===== src/rtl/assert_macros.svh =====
// ----------------------------------------------------------------------------
// Assertion macros
// Shared concurrent assertion wrappers, clocked on clk and disabled in reset.
// ----------------------------------------------------------------------------
`ifndef ASSERT_MACROS_SVH
`define ASSERT_MACROS_SVH

// Property that must hold at every clock edge out of reset
`define BSEM_ASSERT(label, expr, msg) \
  label: assert property (@(posedge clk) disable iff (!rst_n) (expr)) else $error(msg);

// Same-cycle implication out of reset
`define BSEM_ASSERT_IMPL(label, ante, cons, msg) \
  label: assert property (@(posedge clk) disable iff (!rst_n) (ante) |-> (cons)) \
    else $error(msg);

`endif


===== src/rtl/bsem_pkg.sv =====
// ----------------------------------------------------------------------------
// bsem_pkg
// Constants, codes and payload types of the binary semaphore table.
// ----------------------------------------------------------------------------
package bsem_pkg;

  // Table geometry
  localparam int unsigned SLOTS   = 16;
  localparam int unsigned ID_BITS = 16;

  // Id counter start and saturation value (never handed out)
  localparam logic [ID_BITS-1:0] FIRST_ID = ID_BITS'(1);
  localparam logic [ID_BITS-1:0] ID_MAX   = {ID_BITS{1'b1}};

  // Operation codes
  typedef enum logic [1:0] {
    FUNC_ALLOC = 2'd0,
    FUNC_FREE  = 2'd1,
    FUNC_DOWN  = 2'd2,
    FUNC_UP    = 2'd3
  } bsem_func_t;

  // Result codes
  typedef enum logic [1:0] {
    ST_DONE      = 2'd0,
    ST_BUSY      = 2'd1,
    ST_NOT_FOUND = 2'd2,
    ST_NO_SLOT   = 2'd3
  } bsem_status_t;

  // Request payload
  typedef struct packed {
    bsem_func_t         func;
    logic [ID_BITS-1:0] sem_id;
  } bsem_in_t;

  // Result payload
  typedef struct packed {
    bsem_status_t       status;
    logic [ID_BITS-1:0] new_id;
  } bsem_out_t;

  // Request token handed from cell to cell
  typedef struct packed {
    logic               valid;
    bsem_func_t         func;
    logic [ID_BITS-1:0] sem_id;
    logic [ID_BITS-1:0] alloc_id;  // id an alloc would hand out
    logic               done;      // some cell (or the head) has settled it
    bsem_status_t       status;
  } bsem_tok_t;

endpackage


===== src/rtl/binary_semaphore_table_unit.sv =====
// ----------------------------------------------------------------------------
// binary_semaphore_table_unit
// Table of binary semaphores (alloc, free, try-down, up) built as a row of
// slot cells that a request token walks through, one cell per cycle.
// ----------------------------------------------------------------------------
//
//  Port group  Direction  Handshake            Payload
//  in_*        input      in_valid / in_ready  bsem_in_t  (func, sem_id)
//  out_*       output     out_valid/out_ready  bsem_out_t (status, new_id)
//
//  One request at a time: an accepted request walks the SLOTS cells, one per
//  cycle, then is finished into a holding register and moved to the output
//  register; the next request is taken once the finished result has moved
//  to the output register. A waiting result in the output register does
//  not block a new request; only a second finished result waits behind it.
//  Reset (rst_n low, synchronous) empties the table and sets the id counter
//  to its initial value.
//
module binary_semaphore_table_unit
  import bsem_pkg::*;
(
  input  logic      clk,
  input  logic      rst_n,
  input  logic      in_valid,
  output logic      in_ready,
  input  bsem_in_t  in_data,
  output logic      out_valid,
  input  logic      out_ready,
  output bsem_out_t out_data
);

`include "assert_macros.svh"

  logic               busy_r, busy_nxt;
  logic [ID_BITS-1:0] next_id_r, next_id_nxt;
  logic               fin_valid_r, fin_valid_nxt;
  bsem_out_t          fin_r, fin_nxt;
  logic               out_valid_r, out_valid_nxt;
  bsem_out_t          out_r, out_nxt;

  bsem_tok_t          tok [SLOTS+1];
  bsem_tok_t          head_tok;
  bsem_tok_t          tail;
  logic [SLOTS-1:0]   chain_vld;
  logic               in_xfer;
  logic               exhausted;
  logic               granted;
  logic               fin_move;

  assign in_ready  = !busy_r;
  assign in_xfer   = in_valid && in_ready;
  assign exhausted = (next_id_r >= ID_MAX);

  // Head token: an alloc with the counter saturated is settled at entry
  always_comb begin
    head_tok.valid    = in_xfer;
    head_tok.func     = in_data.func;
    head_tok.sem_id   = in_data.sem_id;
    head_tok.alloc_id = next_id_r;
    head_tok.done     = (in_data.func == FUNC_ALLOC) && exhausted;
    head_tok.status   = ((in_data.func == FUNC_ALLOC) && exhausted) ? ST_NO_SLOT : ST_DONE;
  end

  assign tok[0] = head_tok;

  // Row of slot cells
  for (genvar i = 0; i < SLOTS; i++) begin : g_cell
    bsem_cell u_cell (
      .clk   (clk),
      .rst_n (rst_n),
      .tok_i (tok[i]),
      .tok_o (tok[i+1])
    );
    assign chain_vld[i] = tok[i+1].valid;
  end

  assign tail = tok[SLOTS];

  // Tail: an unsettled request found no slot or no matching id
  assign granted = tail.valid && (tail.func == FUNC_ALLOC) && tail.done &&
                   (tail.status == ST_DONE);

  always_comb begin
    if (tail.done) begin
      fin_nxt.status = tail.status;
    end else if (tail.func == FUNC_ALLOC) begin
      fin_nxt.status = ST_NO_SLOT;
    end else begin
      fin_nxt.status = ST_NOT_FOUND;
    end
    fin_nxt.new_id = granted ? tail.alloc_id : '0;
  end

  // Id counter moves only on a granted alloc; saturation is caught at entry
  assign next_id_nxt = granted ? next_id_r + ID_BITS'(1) : next_id_r;

  // Finished result to output register
  assign fin_move = fin_valid_r && (!out_valid_r || out_ready);

  always_comb begin
    busy_nxt      = busy_r;
    fin_valid_nxt = fin_valid_r;
    out_valid_nxt = out_valid_r;
    out_nxt       = out_r;
    if (in_xfer) begin
      busy_nxt = 1'b1;
    end
    if (out_valid_r && out_ready) begin
      out_valid_nxt = 1'b0;
    end
    if (fin_move) begin
      out_nxt       = fin_r;
      out_valid_nxt = 1'b1;
      fin_valid_nxt = 1'b0;
      busy_nxt      = 1'b0;
    end
    if (tail.valid) begin
      fin_valid_nxt = 1'b1;
    end
  end

  // Control registers
  always_ff @(posedge clk) begin
    if (!rst_n) begin
      busy_r      <= 1'b0;
      next_id_r   <= FIRST_ID;
      fin_valid_r <= 1'b0;
      out_valid_r <= 1'b0;
    end else begin
      busy_r      <= busy_nxt;
      next_id_r   <= next_id_nxt;
      fin_valid_r <= fin_valid_nxt;
      out_valid_r <= out_valid_nxt;
    end
  end

  // Payload registers
  always_ff @(posedge clk) begin
    if (tail.valid) begin
      fin_r <= fin_nxt;
    end
    out_r <= out_nxt;
  end

  assign out_valid = out_valid_r;
  assign out_data  = out_r;

  // A request enters only with the row and the holding register empty
  `BSEM_ASSERT_IMPL(a_accept_idle, in_xfer, (chain_vld == '0) && !fin_valid_r, "request taken while busy")
  // At most one request in the row or holding register
  `BSEM_ASSERT(a_single_req, $onehot0({chain_vld, fin_valid_r}), "more than one request in flight")
  // Id counter only steps up by one
  `BSEM_ASSERT_IMPL(a_id_step, next_id_r != $past(next_id_r), next_id_r == $past(next_id_r) + ID_BITS'(1), "id counter jump")
  // A result other than done carries no id
  `BSEM_ASSERT_IMPL(a_out_id, out_valid_r && (out_r.status != ST_DONE), out_r.new_id == '0, "id on failed result")

endmodule


===== src/rtl/bsem_cell.sv =====
// ----------------------------------------------------------------------------
// bsem_cell
// One semaphore slot. Acts on the passing request token and hands the token,
// marked settled when this slot served it, to the next cell through its token register.
// ----------------------------------------------------------------------------
module bsem_cell
  import bsem_pkg::*;
(
  input  logic      clk,
  input  logic      rst_n,
  input  bsem_tok_t tok_i,
  output bsem_tok_t tok_o
);

  logic               used_r, used_nxt;
  logic               released_r, released_nxt;
  logic [ID_BITS-1:0] id_r, id_nxt;
  bsem_tok_t          tok_r, tok_nxt;

  logic open_req;
  logic take;
  logic hit;

  // Unsettled request: alloc claims the first unused slot, others match by id
  assign open_req = tok_i.valid && !tok_i.done;
  assign take     = open_req && !used_r && (tok_i.func == FUNC_ALLOC);
  assign hit      = open_req && used_r && (id_r == tok_i.sem_id) &&
                    (tok_i.func != FUNC_ALLOC);

  // Slot update and token marking
  always_comb begin
    used_nxt     = used_r;
    released_nxt = released_r;
    id_nxt       = id_r;
    tok_nxt      = tok_i;
    if (take) begin
      used_nxt     = 1'b1;
      released_nxt = 1'b1;
      id_nxt       = tok_i.alloc_id;
      tok_nxt.done = 1'b1;
    end else if (hit) begin
      tok_nxt.done = 1'b1;
      unique case (tok_i.func)
        FUNC_FREE: begin
          used_nxt     = 1'b0;
          released_nxt = 1'b0;
          id_nxt       = '0;
        end
        FUNC_DOWN: begin
          if (released_r) begin
            released_nxt = 1'b0;
          end else begin
            tok_nxt.status = ST_BUSY;
          end
        end
        FUNC_UP: begin
          released_nxt = 1'b1;
        end
        FUNC_ALLOC: begin
          // not reachable: hit excludes alloc
        end
        default: begin
        end
      endcase
    end
  end

  // Slot state and token stage
  always_ff @(posedge clk) begin
    if (!rst_n) begin
      used_r     <= 1'b0;
      released_r <= 1'b0;
      tok_r      <= '0;
    end else begin
      used_r     <= used_nxt;
      released_r <= released_nxt;
      tok_r      <= tok_nxt;
    end
  end

  // Id is only compared while the slot is used
  always_ff @(posedge clk) begin
    id_r <= id_nxt;
  end

  assign tok_o = tok_r;

endmodule

===== config.mk =====
export PLATFORM = sky130hd
export DESIGN_NAME = binary_semaphore_table_unit
export DESIGN_NICKNAME = d
export VERILOG_FILES = /design/src/rtl/bsem_pkg.sv /design/src/rtl/binary_semaphore_table_unit.sv /design/src/rtl/bsem_cell.sv
export VERILOG_INCLUDE_DIRS = /design/src /design/src/rtl
export SDC_FILE = /design/constraint.sdc
export NUM_CORES = 1
export LEC_CHECK = 0
export BUFFER_PORTS_ARGS = -buffer_cell sky130_fd_sc_hd__buf_2
export CORE_UTILIZATION = 40
export DETAILED_ROUTE_END_ITERATION = 8
export PLACE_DENSITY = 0.62
export SYNTH_ARGS = -nofsm -noshare
export SYNTH_HDL_FRONTEND = slang
export SYNTH_SLANG_ARGS = --single-unit

===== constraint.sdc =====
create_clock -name clk -period 2.7 [get_ports clk]
set_input_delay 0.54 -clock clk [delete_from_list [all_inputs] [get_ports clk]]
set_output_delay 0.54 -clock clk [all_outputs]
set_load 0.005 [all_outputs]

# Yosys cells after proc, flatten, opt, wreduce, memory -nomap -nowiden
# Index checks and enable logic that the tools add are counted.
# word_totals
in_bits	22
output_inout_bits	20
reg_bits	935
word_cells	720
# classes
magnitude_cmp	1
mux	231
bitwise	1
n_eq_ne	64
addsub	1
reduce_logical	271
# ops
op	n
16-bit 2-to-1 mux	48
16-bit == test	16
1-bit logical AND	103
1-bit 2-to-1 mux	101
2-bit 2-to-1 mux	50
2-bit nonzero test	50
2-bit == test (second input constant)	32
2-bit AND reduction	32
3-bit 2-to-1 mux	16
3-bit nonzero test	16
2-bit logical NOT	18
1-bit logical NOT	34
2-bit OR reduction	17
2-bit by 1-bit == test with 1-bit output (second input constant)	16
1-bit one-hot mux with 2 select lines	16
16-bit by 1-bit adder with 16-bit output (second input constant)	1
16-bit >= comparator (second input constant)	1
1-bit logical OR	1
1-bit NOT	1

# Depth between registers and ports, before layout
# Gate-level depths: netlist (run 1).
# depth
word_depth	9
ltp_mapped	7
mapped_depth_nobuf	6

# Modules after synthesis
# Synthesis (run 1) repeated with hierarchy kept, for this count alone.
# hier_totals
cells_unflattened	2692
hier_area_um2	33912.5
# modules_own_cells
module	n_inst	seq_area_each_um2	cells_per_inst	area_each_um2
bsem_cell	16	1281.2	158	1989.4
binary_semaphore_table_unit	1	1461.4	164	2082.0

# Worst setup path after synthesis (run 1)
# Ideal clock, no wire load.
# synth_path
path_kind	flip-flop to flip-flop
from	register g_cell[1].u_cell.tok_r, in the netlist g_cell[1].u_cell.tok_o[2]
to	register g_cell[2].u_cell.id_r[0] (enable)
path_buffers	0
period_less_slack_ps	2657
setup_time_ps	392
slack_ps	43
t_arrival_ps	2265
stages_incl_launch_ff	6
required_time_ps	2308
path_cell_list	dfxtp_1 nand2b_4 a211o_1 or4_4 or2_4 o21bai_1
# synth_via
elab_chain_len	7
word_cells_on_any_way	10
cone_classes	reduce/logical: 10
# synth_rtl
item	line	text
start, declared	bsem_cell.sv:18	bsem_tok_t tok_r, tok_nxt;
start signal, assigned	bsem_cell.sv:77	tok_r <= tok_nxt;
1-bit logical NOT (*)	bsem_cell.sv:25	assign open_req = tok_i.valid && !tok_i.done;
1-bit logical AND (*)	bsem_cell.sv:25	
1-bit logical AND (3 in series)	bsem_cell.sv:27	assign hit = open_req && used_r && (id_r == tok_i.sem_id) &&
2-bit nonzero test (no source line)	--	
2-bit AND reduction (no source line) (*)	--	
end signal, assigned	bsem_cell.sv:83	id_r <= id_nxt;
end, declared	bsem_cell.sv:17	logic [ID_BITS-1:0] id_r, id_nxt;
# Every way passes the cells marked *; elsewhere a longest branch is shown, timed or not.
# A chain may end at the register's enable or synchronous reset.

# Final worst setup path (run 1)
# layout_path
from	register next_id_r[0]
to	register g_cell[0].u_cell.id_r[13] (enable)
# layout_via
elab_chain_len	9
word_cells_on_any_way	12
cone_classes	order compare: 1; reduce/logical: 11
# layout_rtl
item	line	text
start, declared	binary_semaphore_table_unit.sv:35	logic [ID_BITS-1:0] next_id_r, next_id_nxt;
start signal, assigned	binary_semaphore_table_unit.sv:131	next_id_r <= next_id_nxt;
16-bit >= comparator (*)	binary_semaphore_table_unit.sv:52	assign exhausted = (next_id_r >= ID_MAX);
1-bit logical AND (*)	binary_semaphore_table_unit.sv:60	head_tok.done = (in_data.func == FUNC_ALLOC) && exhausted;
1-bit logical NOT (*)	bsem_cell.sv:25	
1-bit logical AND (*)	bsem_cell.sv:25	
1-bit logical AND (3 in series)	bsem_cell.sv:27	
2-bit nonzero test (no source line)	--	
2-bit AND reduction (no source line) (*)	--	
end signal, assigned	bsem_cell.sv:83	
end, declared	bsem_cell.sv:17	
# Marked as above.

==> metrics.md, run 1 <==
| Metric | Value |
|---|---|
| Worst skew pair latency | 0.64 ns |
| Crit path kind | reg -> reg |
| Clock Skew | 0.0310 ns |
| FP Rows | about 100 |
| H-tree depth | 3 |
| Yosys top cell area share | 39.7% |
| Status | complete, no violations |
| Number of DRC markers in iteration 0 | 936 |
| Die area | 82300 um^2 |
| Max FO, Critical Path | 16 |
| Global route total overflow | 0 |
| FF-to-FF path depth | 7 |
| Synth cell types | 49 |
| Worst path bufs/invs | 1 |
| Total Power | about 28 mW |
| Number of buffers created by CTS | between 90 and 100 |
| Largest family of logic cells by synthesized area | simple AND/OR/NAND/NOR gates |
| RR Startpoint | next_id_r[0] |
| Vias in the first global route | 18728 |
| Clock Pin Slew Worst Setup and Hold Paths | 0.06 ns |
| Area Overhead vs Synth | 14.5% |
| Critical path depth | 7 |
| N_diodes | 0 |
| Seq/Total Area, Yosys | 66.7% |
| Resized cells post-CTS | 0 |
| Min Tclk post-route | 2.39 ns |
| Commonest cells in the netlist | and2_1 (799), dfxtp_1 (643), edfxtp_1 (292) |
| First-pass GRT wire length | about 100000 um |
| Synthesized cell area | 32500 um^2 |
| Most common cell in the synthesized netlist | and2_1 |
| Combinational share of power | 1.2% |
| Total Routing Usage GR | 15.4% |
| Reg-to-reg endpoint | g_cell[0].u_cell.id_r[13] |
| Worst IR drop on VDD | 0.000478 V |
| Synth area leader | dfxtp_1 |
| PD cells | 748 nW/um^2 |
| Nets@finish | 2734 |
| LEAKAGE | 14.4 nW |
| Hold crit path type | in -> reg |
| Die Y | 287 um |
| I/O Buffers | 41 |
| Ys async rst share | 0% |
| Origin of the worst setup path | next_id_r[0] |
| Slowest CP cell | dfxtp_1 |
| RSZ-0062 raised after global routing | false |
| Sw frac | ~20% |
| Worst EP arrival | 2.79 ns |
| Largest cells by area after synthesis | dfxtp_1 (40%), edfxtp_1 (27%), and2_1 (15%), xor2_1 (6.0%), nor4_1 (1.7%) |
| CP Capture Type | flip-flop |
| Max Slew Vio Count | 0 |
| Post-detail-place hpwl | about 44000 um |
| Clk pwr share | a little under half |
| FMAX | approximately 0.42 GHz |
| Syn nets | 2665 |
| Core Box Area | around 80000 um^2 |
| Worst hold margin | 0.131 ns |
| CP required | 3.10 ns |
| Hold violation total from the final report | 0 |
| Largest net degree at the start of global routing | 205 |
| I/O pins | 42 |
| Vias/cell | 4.69 |
| Clock Tree Root | clkbuf_16 |
| Post-synth EDFFs | 292 |
| CTS tree | done |
| Slew margin rel. | around 29% |
| Reported max-cap violation count | 0 |
| CP top delay family | simple AND/OR/NAND/NOR gates |
| Clk sinks | ~940 |
| FF-to-FF setup slack | approximately 0.31 ns |
| CTS Buffer Depth | 3 |
| Tightest Pin Transition | 1.06 ns |
| Share of layout cells above drive strength 1 | under 10% |
| Initial Util | approximately 40% |
| Most used DFF post-synth | dfxtp_1 |
| Sequential share of power | 52.3% |
| Final core utilization | 46.2% |
| Antenna-violating nets left | 0 |
| Synth Area in Simple Gates | between 20 and 25% |
| Post-Synthesis Cells | 2642 |
| Ys Warns | 0 |
| Avg Synthesized Cell Area | 12.3 um^2 |
| # setup viols final | 0 |
| Setup bufs post-CTS | 0 |
| Routed wire per std cell | 16.2 um |
| Synth Area in Compound Gates | 2.83% |
| Peak per-stage delay on the critical path | between 0.4 and 0.5 ns |
| Gpl congestion | 0.820 |
| Setup TNS | 0 ns |
| CTS Hold Bufs | 0 |
| Place WS | 0.159 ns |
| Critical Path End | g_cell[0].u_cell.id_r[13] |
| Startpoint Class | flip-flop |
| Int Pwr | 22.3 mW |
| Die X | roughly 290 um |
| Final worst-path cycle share | about nine tenths |
| Sw power | 5.57 mW |
| Setup ws final | roughly 0.31 ns |
| Total wire length | roughly 62000 um |
| Synth Area in XOR/XNOR | under 10% |
| Initial antenna violation count | 0 |
| Fillers | 7281 |
| # DRC | 0 |
| Vias | 18052 |
| Cells along the critical path | ha_1 -> nand4_1 -> or3_1 -> o21ai_0 -> nor3_1 -> a21o_1 -> buf_12 |
| Portion of netlist area occupied by mux cells | less than 1% |
| Seq cells post-synth | slightly above 900 |
| Synth Area in Adders | 0.0385% |
| DR pass1 iterations | 5 |
## sequential cells by signal, indices dropped and copies added (netlist names)
register                  flops
g_cell.u_cell.tok_o         592
g_cell.u_cell.id_r          256
fin_r                        18
out_data                     18
g_cell.u_cell.released_r     16
g_cell.u_cell.used_r         16
next_id_r                    16
busy_r                        1
fin_valid_r                   1
out_valid                     1
## worst reg2reg max path, stage by stage (launching register included)
cell     delay [ns]
dfxtp_1        0.45
ha_1           0.25
nand4_1        0.13
or3_1          0.39
o21ai_0        0.32
nor3_1         0.18
a21o_1         0.24
buf_12         0.16
## power by group through the flow
| stage | clock network [mW] | registers, mW | logic, mW |
|---|---|---|---|
| floorplan | 0 | 14.8 | 0.230 |
| global placement | 0 | 14.9 | 0.331 |
| detailed placement | 0 | 14.9 | 0.338 |
| CTS | 13.3 | 14.5 | 0.340 |
| global route | 13.8 | 14.5 | 0.376 |
| finish | 12.9 | 14.5 | 0.334 |
## worst min path at each step
| stage | from | endpoint | slack [ns] | depth (start not counted) |
|---|---|---|---|---|
| 2_1_floorplan | fin_r[0] | out_data[0] | 0.40 | 0 |
| 3_3_place_gp | fin_r[11] | out_data[11] | 0.40 | 0 |
| 3_5_place_dp | fin_r[1] | out_data[1] | 0.40 | 0 |
| 4_1_cts | in_data[1] | g_cell[0].u_cell.tok_o[20] | 0.09 | 2 |
| 5_1_grt | in_data[0] | g_cell[0].u_cell.tok_o[19] | 0.11 | 2 |
| 6_report | in_data[1] | g_cell[0].u_cell.tok_o[20] | 0.13 | 2 |
## kinds of logic (layout without fill, tap and decap cells)
kind of cell / Yosys count / after routing
buf+inv: 124 / 274
simple gates: 1186 / 1186
compound gates: 129 / 129
flops: 935 / 935
fa+ha+maj: 1 / 1
mux: 1 / 1
xor+xnor: 266 / 266
## per-layer routing
| layer | track usage [%] | share of wire, % |
|---|---|---|
| met3 | 2.49 | 3.8 |
| met4 | 4.63 | 2.1 |
| met5 | 0 | 0 |
| met2 | 25.9 | 49 |
| met1 | 20.3 | 46 |
## layout make-up
cell class / instances / area (um^2) / area share [%]
Sequential cell: 935 / 21600 / 58.2
Multi-Input combinational cell: 1583 / 10400 / 28.0
Clock buffer: 132 / 2730 / 7.33
Tap cell: 1060 / 1330 / 3.57
Timing Repair Buffer: 83 / 568 / 1.53
Clock inverter: 44 / 442 / 1.19
Inverter: 15 / 56.3 / 0.151
## placed cells by master, fill, tap and decap left out, types with 4 or more instances in the layout
cell type  instances
o21a_1            24
nand4_1           13
nor3b_1            5
o221ai_1           5
o21ai_0           21
nor2b_1           19
xor2_1           222
clkinv_1           6
a2111oi_0          5
a21o_1            13
buf_2             40
nand2_1           53
inv_1             14
buf_4             39
clkbuf_16         95
nand4b_1          10
a21oi_1           20
nor4_2            10
and3_1            18
inv_6              5
nand2b_1          14
dfxtp_1          643
clkbuf_8          21
nor3_1            26
o31a_1            24
or3_1              9
xnor2_1           44
nand3_1           29
nor4_1            77
edfxtp_1         292
nor2_1            87
and2_1           799
clkbuf_1          16
bufinv_16          6
clkinv_2          22
or4_1              4
## per-stage QoR
step / cell area (um^2) / instances
3_3_place_gp: 34000 / 3676
2_1_floorplan: 32500 / 2642
3_5_place_dp: 34000 / 3676
4_1_cts: 37200 / 3852
6_report: 37200 / 3852
5_1_grt: 37200 / 3852
(Power assumes the default switching activity.)
==> run 2, diff against run 1 <==
- CORE_UTILIZATION: 40 -> 50
- PLACE_DENSITY: 0.62 -> 0.73
==> metrics.md, run 2 (synthesis gave the netlist of run 1 again) <==
| Metric | Value |
|---|---|
| Top Layer Used | met4 |
| Hold crit path type | in -> reg |
| Worst EP arrival | ~2.7 ns |
| Max Slew Vio Count | 0 |
| CTS Hold Bufs | 0 |
| H-tree depth | 3 |
| Tightest Pin Transition | 1.01 ns |
| Resized cells post-CTS | 0 |
| Share of layout cells above drive strength 1 | 9.12% |
| Most common cell after layout, fill and taps aside | and2_1 |
| Initial antenna violation count | 0 |
| Reported max-cap violation count | 0 |
| Clock Pin Slew Worst Setup and Hold Paths | 0.06 ns |
| CP Capture Type | flip-flop |
| Clock Tree Root | clkbuf_16 |
| Final instance area | ~37000 um^2 |
| Largest net degree at the start of global routing | 107 |
| Slowest CP cell | nor3_1 |
| CTS Buffer Depth | 3 |
| Clk sinks | between 900 and 1000 |
| Final worst-path cycle share | between 80% and 90% |
| Routed wire per std cell | approximately 17 um |
| # setup viols final | 0 |
| Total Routing Usage GR | between 10% and 20% |
| Total wire length | 60300 um |
| Antenna-violating nets left | 0 |
| Cells along the critical path | xor2_1 -> nor4_1 -> nand4_1 -> nor3_1 -> a21o_1 -> buf_12 |
| Max FO, Critical Path | 16 |
| Max FFs per register | approximately 590 |
| Setup bufs post-CTS | 0 |
| CP top delay family | simple AND/OR/NAND/NOR gates |
| Peak per-stage delay on the critical path | 0.45 ns |
| Worst IR drop on VDD | 0.000532 V |
| Initial Util | 50.4% |
| Gpl congestion | roughly 0.84 |
| Vias | 18146 |
| Routed length on met2 | 30000 um |
| Clock Skew | 0.0296 ns |
| Die area | 65900 um^2 |
| Nets@finish | approximately 2700 |
| N_diodes | 0 |
| Most frequent cells in the layout | and2_1 (799), dfxtp_1 (643), edfxtp_1 (292) |
| WL met3 | 2360 um |
| Number of buffers created by CTS | slightly below 90 |
| I/O pins | 42 |
| Global route total overflow | 0 |
| I/O Buffers | slightly above 40 |
| M1 WL | 26700 um |
| Post-detail-place hpwl | 42300 um |
| First-pass GRT wire length | 98200 um |
| FMAX | 0.418 GHz |
| Die Y | 257 um |
| Crit path kind | reg -> reg |
| RSZ-0062 raised after global routing | false |
| # DRC | 0 |
| DR pass1 iterations | 5 |
| CP required | 3.04 ns |
| PD cells | 746 nW/um^2 |
| Area Overhead vs Synth | 13.6% |
| CTS tree | done |
| Vias/cell | 4.98 |
| Final core utilization | between 50% and 60% |
| Number of DRC markers in iteration 0 | approximately 1300 |
| FP Rows | 93 |
| Slew margin rel. | 32.2% |
| Min Tclk post-route | 2.39 ns |
| Die X | approximately 260 um |
| Placed cell area | about 34000 um^2 |
| Worst skew pair latency | ~0.64 ns |
| LEAKAGE | between 10 and 15 nW |
| Status | complete, no violations |
| Hold violation total from the final report | 0 |
| Setup TNS | 0 ns |
| Startpoint Class | flip-flop |
| Worst path bufs/invs | 1 |
| Vias in the first global route | 18843 |
| Core Box Area | 64300 um^2 |
-- run 2: changes by cell type in the layout (fill, tap and decap cells not counted), sizes merged --
cell / before / now
buf: 83 / 88
bufinv: 6 / 10
clkbuf: 132 / 116
clkinvlp: 3 / 6
inv: 20 / 18
-- run 2: layout make-up --
class                   instances  area, um^2
fillers                      5099       27500
flip-flops and latches        935       21600
clock inverters                49         576
clock buffers                 116        2460
multi-input cells            1583       10400
repair buffers                 88         643
well taps                     855        1070
inverters                      15        56.3
-- run 2: path summary, 6_finish.rpt --
check	start	endpoint	slack, ns	cells after the start
setup / recovery	g_cell[0].u_cell.id_r[4]	g_cell[0].u_cell.id_r[6]	0.31	6
hold reg to reg	g_cell[10].u_cell.tok_o[1]	g_cell[11].u_cell.tok_o[1]	0.41	2
setup reg to reg	g_cell[0].u_cell.id_r[4]	g_cell[0].u_cell.id_r[6]	0.31	6
hold / removal	in_data[3]	g_cell[0].u_cell.tok_o[22]	0.16	2
-- run 2: where the power goes --
group	switching, mW	internal, mW	total (mW)
Clock	5.19	7.43	12.6
Sequential	0.0569	14.5	14.5
Combinational	0.221	0.124	0.345
-- run 2: layer usage --
layer | vias to the layer above | global-route usage [%]
li1 | 8901 | -
met5 | - | 0
met1 | 8791 | 24.0
met4 | 0 | 5.13
met3 | 104 | 3.03
met2 | 350 | 32.1
-- run 2: through the flow --
stage	instances	hold WS [ns]	setup slack [ns]	power [mW]
6_report	3641	0.156	0.306	27.5
5_1_grt	3641	0.136	0.187	28.3
4_1_cts	3641	0.123	0.336	27.7
3_5_place_dp	3476	0.405	0.0867	15.2
3_3_place_gp	3476	0.402	0.173	15.2
2_1_floorplan	2642	0.400	0.0427	15.1
==> run 3, diff against run 2 <==
- CORE_UTILIZATION: 50 -> 35
- PLACE_DENSITY: 0.73 -> 0.56
==> metrics.md, run 3 (synthesis gave the netlist of run 1 again) <==
| Metric | Value |
|---|---|
| Final worst-path cycle share | about nine tenths |
| Hold crit path type | in -> reg |
| Vias/cell | 4.48 |
| Share of layout cells above drive strength 1 | a little under a tenth |
| Setup TNS | 0 ns |
| Core Box Area | 91800 um^2 |
| CTS Hold Bufs | 0 |
| LEAKAGE | 14.4 nW |
| Nets@finish | 2736 |
| Clock Pin Slew Worst Setup and Hold Paths | about 0.070 ns |
| CTS tree | done |
| Placed cell area | 34300 um^2 |
| PD cells | 749 nW/um^2 |
| FP Rows | 111 |
| Setup bufs post-CTS | 0 |
| CTS Buffer Depth | 3 |
| Startpoint Class | flip-flop |
| Number of DRC markers in iteration 0 | approximately 920 |
| Final core utilization | 40.9% |
| First-pass GRT wire length | 102000 um |
| RSZ-0062 raised after global routing | false |
| Reported max-cap violation count | 0 |
| Gpl congestion | about 0.8 |
| Total wire length | 63300 um |
| Status | complete, no violations |
| Die Y | 307 um |
| Min Tclk post-route | 2.45 ns |
| Worst EP arrival | 2.79 ns |
| Clk sinks | around 940 |
| Initial antenna violation count | 0 |
| Hold Path Cell Cnt | 2 |
| Final instance area | 37600 um^2 |
| Resized cells post-CTS | 0 |
| # setup viols final | 0 |
| CP Capture Type | flip-flop |
| Hold violation total from the final report | 0 |
| Most frequent cells in the layout | and2_1 (799), dfxtp_1 (643), edfxtp_1 (292) |
| Clock Tree Root | clkbuf_16 |
| Area Overhead vs Synth | 15.7% |
| Crit path kind | reg -> reg |
| Max FO, Critical Path | 16 |
| DR pass1 iterations | 5 |
| Tightest Pin Transition | 1.03 ns |
| Total Power | between 20 and 30 mW |
| Total Routing Usage GR | a little over an eighth |
| Vias in the first global route | 18830 |
| Max FFs per register | around 590 |
| # DRC | 0 |
| Number of buffers created by CTS | 94 |
| Worst IR drop on VDD | 0.000448 V |
| Vias | 18070 |
| Post-detail-place hpwl | 44800 um |
| Largest net degree at the start of global routing | 123 |
| Fillers | 8587 |
| CP required | 3.03 ns |
| Worst skew pair latency | 0.65 ns |
| Routed wire per std cell | 15.7 um |
| Antenna-violating nets left | 0 |
| Max Slew Vio Count | 0 |
| I/O pins | 42 |
| H-tree depth | 3 |
| Die area | 94000 um^2 |
| Most common cell after layout, fill and taps aside | and2_1 |
| Initial Util | 35.4% |
| N_diodes | 0 |
| Global route total overflow | 0 |
| Die X | 307 um |
| Clock Skew | 0.0234 ns |
| Slew margin rel. | 31.4% |
| I/O Buffers | 41 |
| FMAX | 0.408 GHz |
| FF-to-FF path depth | 6 |
## run 3: cell count changes in the layout (fill, tap and decap cells not counted), moves of 3 or more
cell | before | now
bufinv_16 | 10 | 5
buf_4 | 41 | 37
inv_16 | 0 | 3
clkbuf_16 | 90 | 97
clkbuf_1 | 15 | 18
clkbuf_8 | 11 | 26
clkinvlp_4 | 6 | 3
## run 3: per-stage QoR
stage / std cells / hold slack, ns / setup WS [ns]
after global routing: 4037 / 0.105 / 0.0717
after floorplan: 2642 / 0.400 / 0.0427
after CTS: 4037 / 0.0864 / 0.198
after global placement: 3860 / 0.403 / 0.110
after detailed placement: 3860 / 0.405 / 0.0722
final: 4037 / 0.130 / 0.247
## run 3: worst paths after layout
kind,start,to,slack [ns]
setup / recovery,g_cell[15].u_cell.id_r[7],g_cell[15].u_cell.id_r[9],0.25
hold / removal,in_data[3],g_cell[0].u_cell.tok_o[22],0.13
setup reg to reg,g_cell[15].u_cell.id_r[7],g_cell[15].u_cell.id_r[9],0.25
hold reg to reg,g_cell[8].u_cell.tok_o[1],g_cell[9].u_cell.tok_o[1],0.41
## run 3: critical path: stages, from the launching register on
cell and delay, ns:
edfxtp_1 0.39, xor2_1 0.15, nor4_1 0.50, nand3_1 0.32
nor2_1 0.34, a21o_1 0.18, buf_4 0.24
## run 3: metal layers
metal / GRT usage, % / share of wire (%)
met5: 0 / 0
met4: 4.51 / 2.5
met3: 2.27 / 3.0
met2: 22.8 / 48
met1: 17.9 / 47
## run 3: area by class of cell
| type | count | area, um^2 | area share [%] |
|---|---|---|---|
| clock inverter | 36 | 417 | 1.11 |
| sequential | 935 | 21600 | 57.6 |
| multi-input combinational | 1583 | 10400 | 27.7 |
| timing repair buffer | 84 | 613 | 1.63 |
| clock buffer | 141 | 2850 | 7.60 |
| tap | 1243 | 1560 | 4.14 |
| inverter | 15 | 56.3 | 0.150 |
## run 3: where the power goes
group	total [mW]	switching (mW)	internal [mW]
logic	0.345	0.225	0.120
clock network	13.3	5.40	7.85
registers	14.5	0.0582	14.5
total	28.1	5.69	22.5
